**src/rtl/core/ler_pkg.sv**
```systemverilog
// shared types, codes and constants of the line edit receiver
package ler_pkg;

    // character codes handled by the line editor
    localparam logic [7:0] CH_EOT   = 8'h04;
    localparam logic [7:0] CH_BS    = 8'h08;
    localparam logic [7:0] CH_LF    = 8'h0a;
    localparam logic [7:0] CH_CR    = 8'h0d;
    localparam logic [7:0] CH_SPACE = 8'h20;
    localparam logic [7:0] CH_DEL   = 8'h7f;
    localparam logic [7:0] CH_NUL   = 8'h00;

    // configuration register reset values
    localparam logic [31:0] WINDOW_BASE_RST  = 32'hA000_0000;
    localparam logic [31:0] WINDOW_LIMIT_RST = 32'hA400_0000;

    // command queue between front and back
    localparam int CMD_DEPTH = 2;
    localparam int CMD_PTR_W = $clog2(CMD_DEPTH);
    localparam int CMD_CNT_W = $clog2(CMD_DEPTH + 1);

    // configuration register index
    typedef enum logic {
        REG_WINDOW_BASE  = 1'b0,
        REG_WINDOW_LIMIT = 1'b1
    } t_reg;

    // result kind
    typedef enum logic [1:0] {
        KIND_ECHO  = 2'd0,
        KIND_STORE = 2'd1,
        KIND_DONE  = 2'd2
    } t_kind;

    // completion status
    typedef enum logic [1:0] {
        ST_OK       = 2'd0,
        ST_BAD_FILE = 2'd1,
        ST_BAD_ADDR = 2'd2
    } t_status;

    // command classes produced by the front
    typedef enum logic [1:0] {
        OP_DONE    = 2'd0,
        OP_ERASE   = 2'd1,
        OP_NEWLINE = 2'd2,
        OP_CHAR    = 2'd3
    } t_op;

    // one classified item waiting for the back
    typedef struct packed {
        t_op         op;
        logic [7:0]  chr;
        logic [31:0] addr;
        logic [31:0] count;
        t_status     status;
        logic        fin;
    } t_cmd;

    // one result item
    typedef struct packed {
        t_kind       kind;
        logic [7:0]  data;
        logic [31:0] addr;
        t_status     status;
        logic [31:0] count;
        logic        last;
    } t_result;

endpackage

```
**src/rtl/core/ler_front.sv**
```systemverilog
// front: accepts items, keeps the request state and classifies each item into a command
module ler_front (
    input  logic            i_clk,
    input  logic            i_rst_n,
    input  logic            i_accept,
    input  logic            i_func,
    input  logic [7:0]      i_file_number,
    input  logic [31:0]     i_buffer_address,
    input  logic [31:0]     i_byte_limit,
    input  logic [7:0]      i_char_in,
    input  logic [31:0]     i_window_base,
    input  logic [31:0]     i_window_limit,
    output logic            o_cmd_push,
    output ler_pkg::t_cmd   o_cmd
);

    logic        r_busy;
    logic [31:0] r_line_start;
    logic [31:0] r_stored_length;
    logic [31:0] r_request_limit;

    logic        n_busy;
    logic [31:0] n_line_start;
    logic [31:0] n_stored_length;
    logic [31:0] n_request_limit;

    logic [31:0] at_addr;
    logic [31:0] len_inc;
    logic [32:0] end_sum;
    logic        bad_addr;

    // address of the next byte of the line and the grown length
    assign at_addr = r_line_start + r_stored_length;
    assign len_inc = r_stored_length + 32'd1;

    // buffer window check, end computed without wrap
    assign end_sum  = {1'b0, i_buffer_address} + {1'b0, i_byte_limit};
    assign bad_addr = (i_buffer_address < i_window_base) ||
                      (end_sum > {1'b0, i_window_limit});

    // classification and next request state
    always_comb begin
        n_busy          = r_busy;
        n_line_start    = r_line_start;
        n_stored_length = r_stored_length;
        n_request_limit = r_request_limit;
        o_cmd_push      = 1'b0;
        o_cmd           = '0;
        if (i_accept) begin
            if (!i_func) begin
                n_busy      = 1'b0;
                o_cmd.op    = ler_pkg::OP_DONE;
                if (i_file_number != 8'd0) begin
                    o_cmd_push   = 1'b1;
                    o_cmd.status = ler_pkg::ST_BAD_FILE;
                end else if (bad_addr) begin
                    o_cmd_push   = 1'b1;
                    o_cmd.status = ler_pkg::ST_BAD_ADDR;
                end else if (i_byte_limit == 32'd0) begin
                    o_cmd_push   = 1'b1;
                    o_cmd.status = ler_pkg::ST_OK;
                end else begin
                    n_busy          = 1'b1;
                    n_line_start    = i_buffer_address;
                    n_stored_length = 32'd0;
                    n_request_limit = i_byte_limit;
                end
            end else if (r_busy) begin
                case (i_char_in) inside
                    ler_pkg::CH_EOT: begin
                        o_cmd_push  = 1'b1;
                        o_cmd.op    = ler_pkg::OP_DONE;
                        o_cmd.count = r_stored_length;
                        n_busy      = 1'b0;
                    end
                    ler_pkg::CH_BS, ler_pkg::CH_DEL: begin
                        // erase only when something is stored
                        if (r_stored_length != 32'd0) begin
                            o_cmd_push      = 1'b1;
                            o_cmd.op        = ler_pkg::OP_ERASE;
                            n_stored_length = r_stored_length - 32'd1;
                        end
                    end
                    ler_pkg::CH_LF, ler_pkg::CH_CR: begin
                        o_cmd_push  = 1'b1;
                        o_cmd.op    = ler_pkg::OP_NEWLINE;
                        o_cmd.addr  = at_addr;
                        o_cmd.count = len_inc;
                        n_busy      = 1'b0;
                    end
                    default: begin
                        o_cmd_push      = 1'b1;
                        o_cmd.op        = ler_pkg::OP_CHAR;
                        o_cmd.chr       = i_char_in;
                        o_cmd.addr      = at_addr;
                        o_cmd.count     = r_request_limit;
                        o_cmd.fin       = (len_inc >= r_request_limit);
                        n_stored_length = len_inc;
                        if (len_inc >= r_request_limit) begin
                            n_busy = 1'b0;
                        end
                    end
                endcase
            end
        end
    end

    // request state
    always_ff @(posedge i_clk) begin
        if (!i_rst_n) begin
            r_busy          <= 1'b0;
            r_line_start    <= 32'd0;
            r_stored_length <= 32'd0;
            r_request_limit <= 32'd0;
        end else begin
            r_busy          <= n_busy;
            r_line_start    <= n_line_start;
            r_stored_length <= n_stored_length;
            r_request_limit <= n_request_limit;
        end
    end

endmodule

```
**src/rtl/core/ler_cmd_fifo.sv**
```systemverilog
// short command queue between front and back
module ler_cmd_fifo (
    input  logic            i_clk,
    input  logic            i_rst_n,
    input  logic            i_push,
    input  ler_pkg::t_cmd   i_data,
    input  logic            i_pop,
    output ler_pkg::t_cmd   o_data,
    output logic            o_full,
    output logic            o_empty
);

    ler_pkg::t_cmd                    r_mem [ler_pkg::CMD_DEPTH];
    logic [ler_pkg::CMD_PTR_W-1:0]    r_wr_ptr;
    logic [ler_pkg::CMD_PTR_W-1:0]    r_rd_ptr;
    logic [ler_pkg::CMD_CNT_W-1:0]    r_count;

    logic [ler_pkg::CMD_CNT_W-1:0]    n_count;
    logic                             do_push;
    logic                             do_pop;

    assign o_full  = (r_count == ler_pkg::CMD_CNT_W'(ler_pkg::CMD_DEPTH));
    assign o_empty = (r_count == '0);
    assign do_push = i_push && !o_full;
    assign do_pop  = i_pop && !o_empty;
    assign o_data  = r_mem[r_rd_ptr];

    // occupancy
    always_comb begin
        n_count = r_count;
        if (do_push && !do_pop) begin
            n_count = r_count + 1'b1;
        end else if (do_pop && !do_push) begin
            n_count = r_count - 1'b1;
        end
    end

    // pointers and count
    always_ff @(posedge i_clk) begin
        if (!i_rst_n) begin
            r_wr_ptr <= '0;
            r_rd_ptr <= '0;
            r_count  <= '0;
        end else begin
            if (do_push) begin
                r_wr_ptr <= r_wr_ptr + 1'b1;
            end
            if (do_pop) begin
                r_rd_ptr <= r_rd_ptr + 1'b1;
            end
            r_count <= n_count;
        end
    end

    // entry storage
    always_ff @(posedge i_clk) begin
        if (do_push) begin
            r_mem[r_wr_ptr] <= i_data;
        end
    end

endmodule

```
**src/rtl/core/ler_back.sv**
```systemverilog
// back: feeds each command's result items to the output register, one per cycle unless held
module ler_back (
    input  logic              i_clk,
    input  logic              i_rst_n,
    input  logic              i_cmd_valid,
    input  ler_pkg::t_cmd     i_cmd,
    output logic              o_cmd_pop,
    input  logic              i_pop,
    output logic              o_valid,
    output ler_pkg::t_result  o_res
);

    logic [1:0]        r_step;
    logic              r_valid;
    ler_pkg::t_result  r_res;

    logic [1:0]        n_step;
    ler_pkg::t_result  res;
    logic              adv;

    // result item for the current step of the head command
    always_comb begin
        res = '0;
        case (i_cmd.op)
            ler_pkg::OP_DONE: begin
                res.kind   = ler_pkg::KIND_DONE;
                res.status = i_cmd.status;
                res.count  = i_cmd.count;
                res.last   = 1'b1;
            end
            ler_pkg::OP_ERASE: begin
                // backspace, space, backspace
                res.kind = ler_pkg::KIND_ECHO;
                res.data = (r_step == 2'd1) ? ler_pkg::CH_SPACE : ler_pkg::CH_BS;
                res.last = (r_step == 2'd2);
            end
            ler_pkg::OP_NEWLINE: begin
                case (r_step)
                    2'd0: begin
                        res.kind = ler_pkg::KIND_STORE;
                        res.data = ler_pkg::CH_LF;
                        res.addr = i_cmd.addr;
                    end
                    2'd1: begin
                        res.kind = ler_pkg::KIND_STORE;
                        res.data = ler_pkg::CH_NUL;
                        res.addr = i_cmd.addr + 32'd1;
                    end
                    2'd2: begin
                        res.kind = ler_pkg::KIND_ECHO;
                        res.data = ler_pkg::CH_LF;
                    end
                    default: begin
                        res.kind  = ler_pkg::KIND_DONE;
                        res.count = i_cmd.count;
                        res.last  = 1'b1;
                    end
                endcase
            end
            default: begin
                // plain character: echo, store, done when the limit is hit
                case (r_step)
                    2'd0: begin
                        res.kind = ler_pkg::KIND_ECHO;
                        res.data = i_cmd.chr;
                    end
                    2'd1: begin
                        res.kind = ler_pkg::KIND_STORE;
                        res.data = i_cmd.chr;
                        res.addr = i_cmd.addr;
                        res.last = !i_cmd.fin;
                    end
                    default: begin
                        res.kind  = ler_pkg::KIND_DONE;
                        res.count = i_cmd.count;
                        res.last  = 1'b1;
                    end
                endcase
            end
        endcase
    end

    // move one item when the output register is free or being drained
    assign adv       = i_cmd_valid && (!r_valid || i_pop);
    assign o_cmd_pop = adv && res.last;
    assign n_step    = res.last ? 2'd0 : r_step + 2'd1;

    // step counter and output valid
    always_ff @(posedge i_clk) begin
        if (!i_rst_n) begin
            r_step  <= 2'd0;
            r_valid <= 1'b0;
        end else if (adv) begin
            r_step  <= n_step;
            r_valid <= 1'b1;
        end else if (i_pop) begin
            r_valid <= 1'b0;
        end
    end

    // output payload
    always_ff @(posedge i_clk) begin
        if (adv) begin
            r_res <= res;
        end
    end

    assign o_valid = r_valid;
    assign o_res   = r_res;

endmodule

```
**src/rtl/core/line_edit_receiver_top.sv**
```systemverilog
// top level of the line edit receiver: configuration registers, front, command queue, back
//
// Input items enter through push/full: func 0 opens a read request, func 1 brings one
// received character. Results leave through empty/pop, oldest first: echo bytes, store
// bytes with their address, and a done item with status and count; last marks the final
// result of an input item. window_base and window_limit sit on the APB port at 0x0 and 0x4.
// The front classifies an item in the cycle it is accepted and updates the request state,
// so a new item can be taken every cycle while the command queue has room. The back emits
// one result per cycle from the queue head while the output register is free or popped;
// an item gives one to four results, which set the sustained rate when results are dense.
// An accepted item is written to the command queue, then moved into the output register.
// A stalled receiver holds the output register, the back stops, the two-entry queue fills
// and full rises; items that give no result still need a free queue slot to be taken.
// Reset clears the request state, the queue and the output register and loads the window
// registers with their defaults; empty is high after reset.
module line_edit_receiver_top (
    input  logic         i_clk,
    input  logic         i_rst_n,
    // item input queue side
    input  logic         push,
    output logic         full,
    input  logic         i_func,
    input  logic [7:0]   i_file_number,
    input  logic [31:0]  i_buffer_address,
    input  logic [31:0]  i_byte_limit,
    input  logic [7:0]   i_char_in,
    // result queue side
    output logic         empty,
    input  logic         pop,
    output logic [1:0]   o_kind,
    output logic [7:0]   o_out_byte,
    output logic [31:0]  o_store_address,
    output logic [1:0]   o_status,
    output logic [31:0]  o_byte_count,
    output logic         o_last,
    // configuration port
    input  logic         psel,
    input  logic         penable,
    input  logic         pwrite,
    input  logic [2:0]   paddr,
    input  logic [31:0]  pwdata,
    output logic [31:0]  prdata,
    output logic         pready
);

    logic [31:0]       r_window_base;
    logic [31:0]       r_window_limit;

    logic              cfg_wr;
    ler_pkg::t_reg     cfg_sel;
    logic              in_accept;
    logic              cmd_push;
    ler_pkg::t_cmd     cmd_in;
    ler_pkg::t_cmd     cmd_head;
    logic              cmd_full;
    logic              cmd_empty;
    logic              cmd_pop;
    logic              res_valid;
    ler_pkg::t_result  res;

    // configuration registers
    assign pready  = 1'b1;
    assign cfg_wr  = psel && penable && pwrite && pready;
    assign cfg_sel = ler_pkg::t_reg'(paddr[2]);
    assign prdata  = (cfg_sel == ler_pkg::REG_WINDOW_LIMIT) ? r_window_limit : r_window_base;

    always_ff @(posedge i_clk) begin
        if (!i_rst_n) begin
            r_window_base  <= ler_pkg::WINDOW_BASE_RST;
            r_window_limit <= ler_pkg::WINDOW_LIMIT_RST;
        end else if (cfg_wr) begin
            if (cfg_sel == ler_pkg::REG_WINDOW_LIMIT) begin
                r_window_limit <= pwdata;
            end else begin
                r_window_base <= pwdata;
            end
        end
    end

    // input handshake
    assign full      = cmd_full;
    assign in_accept = push && !full;

    // front
    ler_front u_front (
        .i_clk            (i_clk),
        .i_rst_n          (i_rst_n),
        .i_accept         (in_accept),
        .i_func           (i_func),
        .i_file_number    (i_file_number),
        .i_buffer_address (i_buffer_address),
        .i_byte_limit     (i_byte_limit),
        .i_char_in        (i_char_in),
        .i_window_base    (r_window_base),
        .i_window_limit   (r_window_limit),
        .o_cmd_push       (cmd_push),
        .o_cmd            (cmd_in)
    );

    // command queue
    ler_cmd_fifo u_cmd_fifo (
        .i_clk   (i_clk),
        .i_rst_n (i_rst_n),
        .i_push  (cmd_push),
        .i_data  (cmd_in),
        .i_pop   (cmd_pop),
        .o_data  (cmd_head),
        .o_full  (cmd_full),
        .o_empty (cmd_empty)
    );

    // back
    ler_back u_back (
        .i_clk       (i_clk),
        .i_rst_n     (i_rst_n),
        .i_cmd_valid (!cmd_empty),
        .i_cmd       (cmd_head),
        .o_cmd_pop   (cmd_pop),
        .i_pop       (pop),
        .o_valid     (res_valid),
        .o_res       (res)
    );

    // result ports
    assign empty           = !res_valid;
    assign o_kind          = res.kind;
    assign o_out_byte      = res.data;
    assign o_store_address = res.addr;
    assign o_status        = res.status;
    assign o_byte_count    = res.count;
    assign o_last          = res.last;

    // output queue is empty right after reset
    a_reset_empty: assert property (@(posedge i_clk) !i_rst_n |=> empty)
        else $error("result queue not empty after reset");

    // a done item always closes the results of its input item
    a_done_last: assert property (@(posedge i_clk) disable iff (!i_rst_n)
        (!empty && o_kind == ler_pkg::KIND_DONE) |-> o_last)
        else $error("done item without last");

    // error completions carry no count
    a_err_count: assert property (@(posedge i_clk) disable iff (!i_rst_n)
        (!empty && o_status != ler_pkg::ST_OK) |->
            (o_kind == ler_pkg::KIND_DONE && o_byte_count == 32'd0))
        else $error("error status on a non-done item or with a count");

    // the front never writes a full command queue
    a_no_overflow: assert property (@(posedge i_clk) disable iff (!i_rst_n)
        cmd_push |-> !cmd_full)
        else $error("command pushed into a full queue");

endmodule

```
**config.mk**
```make
export PLATFORM = sky130hd
export DESIGN_NAME = line_edit_receiver_top
export DESIGN_NICKNAME = d
export VERILOG_FILES = /design/src/rtl/core/ler_pkg.sv /design/src/rtl/core/ler_front.sv /design/src/rtl/core/ler_cmd_fifo.sv /design/src/rtl/core/ler_back.sv /design/src/rtl/core/line_edit_receiver_top.sv
export SDC_FILE = /design/constraint.sdc
export NUM_CORES = 1
export LEC_CHECK = 0
export BUFFER_PORTS_ARGS = -buffer_cell sky130_fd_sc_hd__buf_2
export CAP_MARGIN = 30
export CELL_PAD_IN_SITES_DETAIL_PLACEMENT = 1
export CELL_PAD_IN_SITES_GLOBAL_PLACEMENT = 2
export CORE_MARGIN = 10
export CORE_UTILIZATION = 38
export DETAILED_ROUTE_END_ITERATION = 10
export PLACE_DENSITY_LB_ADDON = 0.1
export SLEW_MARGIN = 20
export SYNTH_ARGS = -nofsm -noshare
export SYNTH_HDL_FRONTEND = slang
export SYNTH_SLANG_ARGS = --single-unit
```
**constraint.sdc**
```tcl
create_clock -name i_clk -period 10.5 [get_ports i_clk]
set_input_delay 1.05 -clock i_clk [delete_from_list [all_inputs] [get_ports i_clk]]
set_output_delay 1.05 -clock i_clk [all_outputs]
set_load 0.1 [all_outputs]
```
==> summary by stage <==
Worst setup path
The signal on the critical path passes through buf_2 > ha_1 > a211oi_1 > o21bai_1 > a21oi_2 > o22ai_1 > a221oi_1 > o31ai_1 > or4_1 > nand2_1 > xnor2_1 > ha_1 > o21ai_0 > nor2_1 > a2111oi_0 > nand3_1 > o21ai_0 > nand4b_1 > or2_2 > o21ai_1 > inv_1 > ha_1 > or3_1 > a21oi_1. At the worst endpoint, the arrival time is 7.43 ns. The most repeated library cell on the critical path is ha_1. The largest fanout on the critical path is 4. The worst setup path category is in2reg.

The kind of end point of the critical path is a flip-flop. In this design, the stage delay of the slowest critical-path cell is a little under 0.6 ns. The worst setup path is launched from a primary input. The slowest stage of the critical path is the a221oi_1 cell. The required time of the critical path is 11.02 ns.

Clock tree
The total number of H-tree levels is 2. TritonCTS created 48 clock buffers. TritonCTS built the clock tree. The post-cts gate resize count is 0. Clock-pin slew was measured on the worst setup and hold paths at about 0.060 ns. The clock tree root driver cell is clkbuf_16. The post-cts hold buffer count is 0.

The post-CTS setup-driven buffer insertion count is 0. The latest clock arrival within the worst-skew pair is 0.61 ns. The CTS sink count is 400. The longest clock path from root to sink contains 3 buffers.

Global route
The first-pass GRT wire length is 126 mm. The number of antenna violations at the first check in global routing is 7. The via count of the first global-routing pass is 20925. The total routing resource utilization after global routing is a little over a fifth. The largest net degree at the start of global routing is 81.

Summed over all layers, the global routing overflow is 0.

Timing
Setup repair after global routing left no endpoint under its margin. The hold violation count in the final report is 0. The final critical-path share of the clock period is 65.8%. For this run, the top clock speed supported by timing is 145 MHz. The minimum period implied by the final worst setup slack is 6.91 ns. The worst relative slew slack is 40.3%. The post-route clock skew is 0.0178 ns. Setup violations remaining at the end of the flow were counted as 0. At the pin with the least slew margin, the transition time is 0.870 ns.

After routing, the total negative slack on setup checks comes to 0 ns. The final max-slew violation count is 0.

Logic synthesis
The count of yosys warnings during synthesis is 0. The synthesized design contains 400 register bits. The number of enable flip-flop cells after synthesis is 231.

After synthesis, flip-flops and latches occupy 43.1% of the total area. The netlist area before placement is 0.0240 sq mm. The number of nets in the synthesized netlist is about 2900. The proportion of synthesized flip-flops having asynchronous set or reset is 0%. The dominant synthesized flop cell is edfxtp_1.

The largest total area in the synthesized netlist belongs to edfxtp_1. The netlist uses 89 different library cells. In this run the biggest area consumer among cell types represents approximately 29% of the synthesized area. Yosys attributes the largest share of cell area to edfxtp_1 29%, dfxtp_1 14%, ha_1 8.8%. Ranked by instance count, the synthesized netlist is headed by 304 x nand2_1, 296 x nor2_1, 231 x edfxtp_1. The synthesized netlist cell count is 2612. The leading cell type by number of instances after synthesis is nand2_1.

Each instance of the synthesized netlist takes up on average 9.17 sq um.

Cells and area
The post-layout net count is 3077. Across the whole layout, storage elements account for 0.0103 sq mm. The filler cells instantiated in the layout total 7220. The layout cell share with drive strength beyond 1 is 13.8%. The post-synthesis to final-layout area growth is 14.8%. In the final layout, the multi-input gates occupy between 0.01 and 0.015 sq mm.

Route
The routed layout has 20115 vias. After detailed routing, the average wire length per cell comes to roughly 22 um. The post-detailed-routing wire length is 81.9 mm. The initial DRC count is 987. The number of routed nets with antenna violations is 0.

The number of search-and-repair iterations in the first detailed-routing pass is 5. The detail-routed via count per cell is 5.49. In the routed design, unresolved DRC markers number 0.

Floorplan
The effective utilization at floorplan is 38.6%. During I/O placement, the number of pins put on the boundary was 235. The number of standard-cell rows in the floorplan is 91. The full die area is ~0.073 sq mm. The region available for standard cell placement spans 0.0621 sq mm. In this run the horizontal extent of the chip is 271 um. The die is 271 um tall.

Run
The reported max-cap violation count is 0.

Power
The power consumption is 5.67 mW. The leakage power of the design is roughly 11 nW. Across the VDD grid, the largest voltage drop is approximately 160 uV.

The total power divided by cell area is 206 mW/mm^2.

Placement
The quantity of I/O buffers inserted on ports is approximately 230. The estimated wirelength of the detail-placed design is 63.4 mm. At the end of routability-driven placement, the weighted congestion stood at between 0.8 and 0.9.

Hold path
The min-delay analysis places its worst path in the category reg2reg.

Run status
The run finished with clean final reports.
critical path: cells and delay by family:
kind | cells | cell delay [ns]
AOI/OAI and AO/OA | 11 | 3.25
and+or+nand+nor | 7 | 1.82
adders and majority gates | 3 | 0.91
xor gates and xnor gates | 1 | 0.15
buffers and inverters | 2 | 0.24
path summary, 6_finish.rpt:
check / from / to / slack [ns] / depth (start not counted)
setup / recovery: i_buffer_address[1] / u_cmd_fifo.r_count[1] / 3.59 / 24
hold reg to reg: r_window_base[21] / r_window_base[21] / 0.46 / 2
setup reg to reg: u_front.r_stored_length[9] / u_cmd_fifo.r_mem[1][0] / 4.73 / 13
hold / removal: r_window_base[21] / r_window_base[21] / 0.46 / 2
through the flow:
stage	instances	worst slack, ns	hold WS (ns)	utilization (%)	cell area [sq um]
after detailed placement	3568	2.86	0.450	41.6	25800
after global routing	3661	2.97	0.474	44.3	27500
after floorplan	2612	2.07	0.436	-	24000
after CTS	3658	3.47	0.457	44.2	27400
after global placement	3565	2.93	0.442	41.5	25700
final	3663	3.59	0.456	44.3	27500
sequential cells by signal, summed over array words and instances, names as in the netlist, named ones only:
name	cells
u_cmd_fifo.r_mem	154
u_back.o_res	77
r_window_base	32
r_window_limit	32
u_front.r_line_start	32
u_front.r_request_limit	32
u_front.r_stored_length	32
u_back.r_step	2
u_cmd_fifo.r_count	2
u_back.o_valid	1
u_cmd_fifo.r_rd_ptr	1
u_cmd_fifo.r_wr_ptr	1
u_front.r_busy	1
layout make-up:
type                       instances  share of cell area [%]
multi-input combinational       1926                    45.3
sequential                       400                    37.5
timing repair buffer             261                    5.41
clock buffer                      62                    4.82
tap                              837                    3.81
inverter                         147                    2.03
clock inverter                    28                    1.08
antenna                            2                  0.0182
layout by cell type, fill, tap and decap left out, drive strengths merged, types with 54 or more instances in the layout:
cell type / netlist / final
a21oi: 206 / 206
buf: 45 / 261
clkbuf: 94 / 62
dfxtp: 169 / 169
edfxtp: 231 / 231
ha: 168 / 168
inv: 147 / 148
mux2i: 140 / 140
nand2: 305 / 305
nand3: 56 / 56
nor2: 299 / 299
o21ai: 146 / 146
xnor2: 54 / 54
kinds of logic (layout without fill, tap and decap cells):
group,Yosys count,in the layout,synth area share [%]
AOI/OAI and AO/OA,602,602,15.4
xor gates and xnor gates,103,103,3.80
adders and majority gates,170,170,8.94
buffers and inverters,286,498,5.08
DFF,400,400,43.1
muxes,153,153,6.46
other,1,3,0.0157
and+or+nand+nor,897,897,17.2
routing by layer:
| layer | track usage (%) | routed length [um] |
|---|---|---|
| met1 | 27.6 | 36200 |
| met2 | 38.0 | 40200 |
| met3 | 3.37 | 3540 |
| met4 | 5.57 | 1830 |
| met5 | 0 | 75 |
power by group:
group	switching, mW	internal [mW]	total, mW
Sequential	0.0694	1.91	1.98
Combinational	1.58	0.397	1.98
Clock	0.696	1.02	1.71
(Power assumes the default switching activity.)
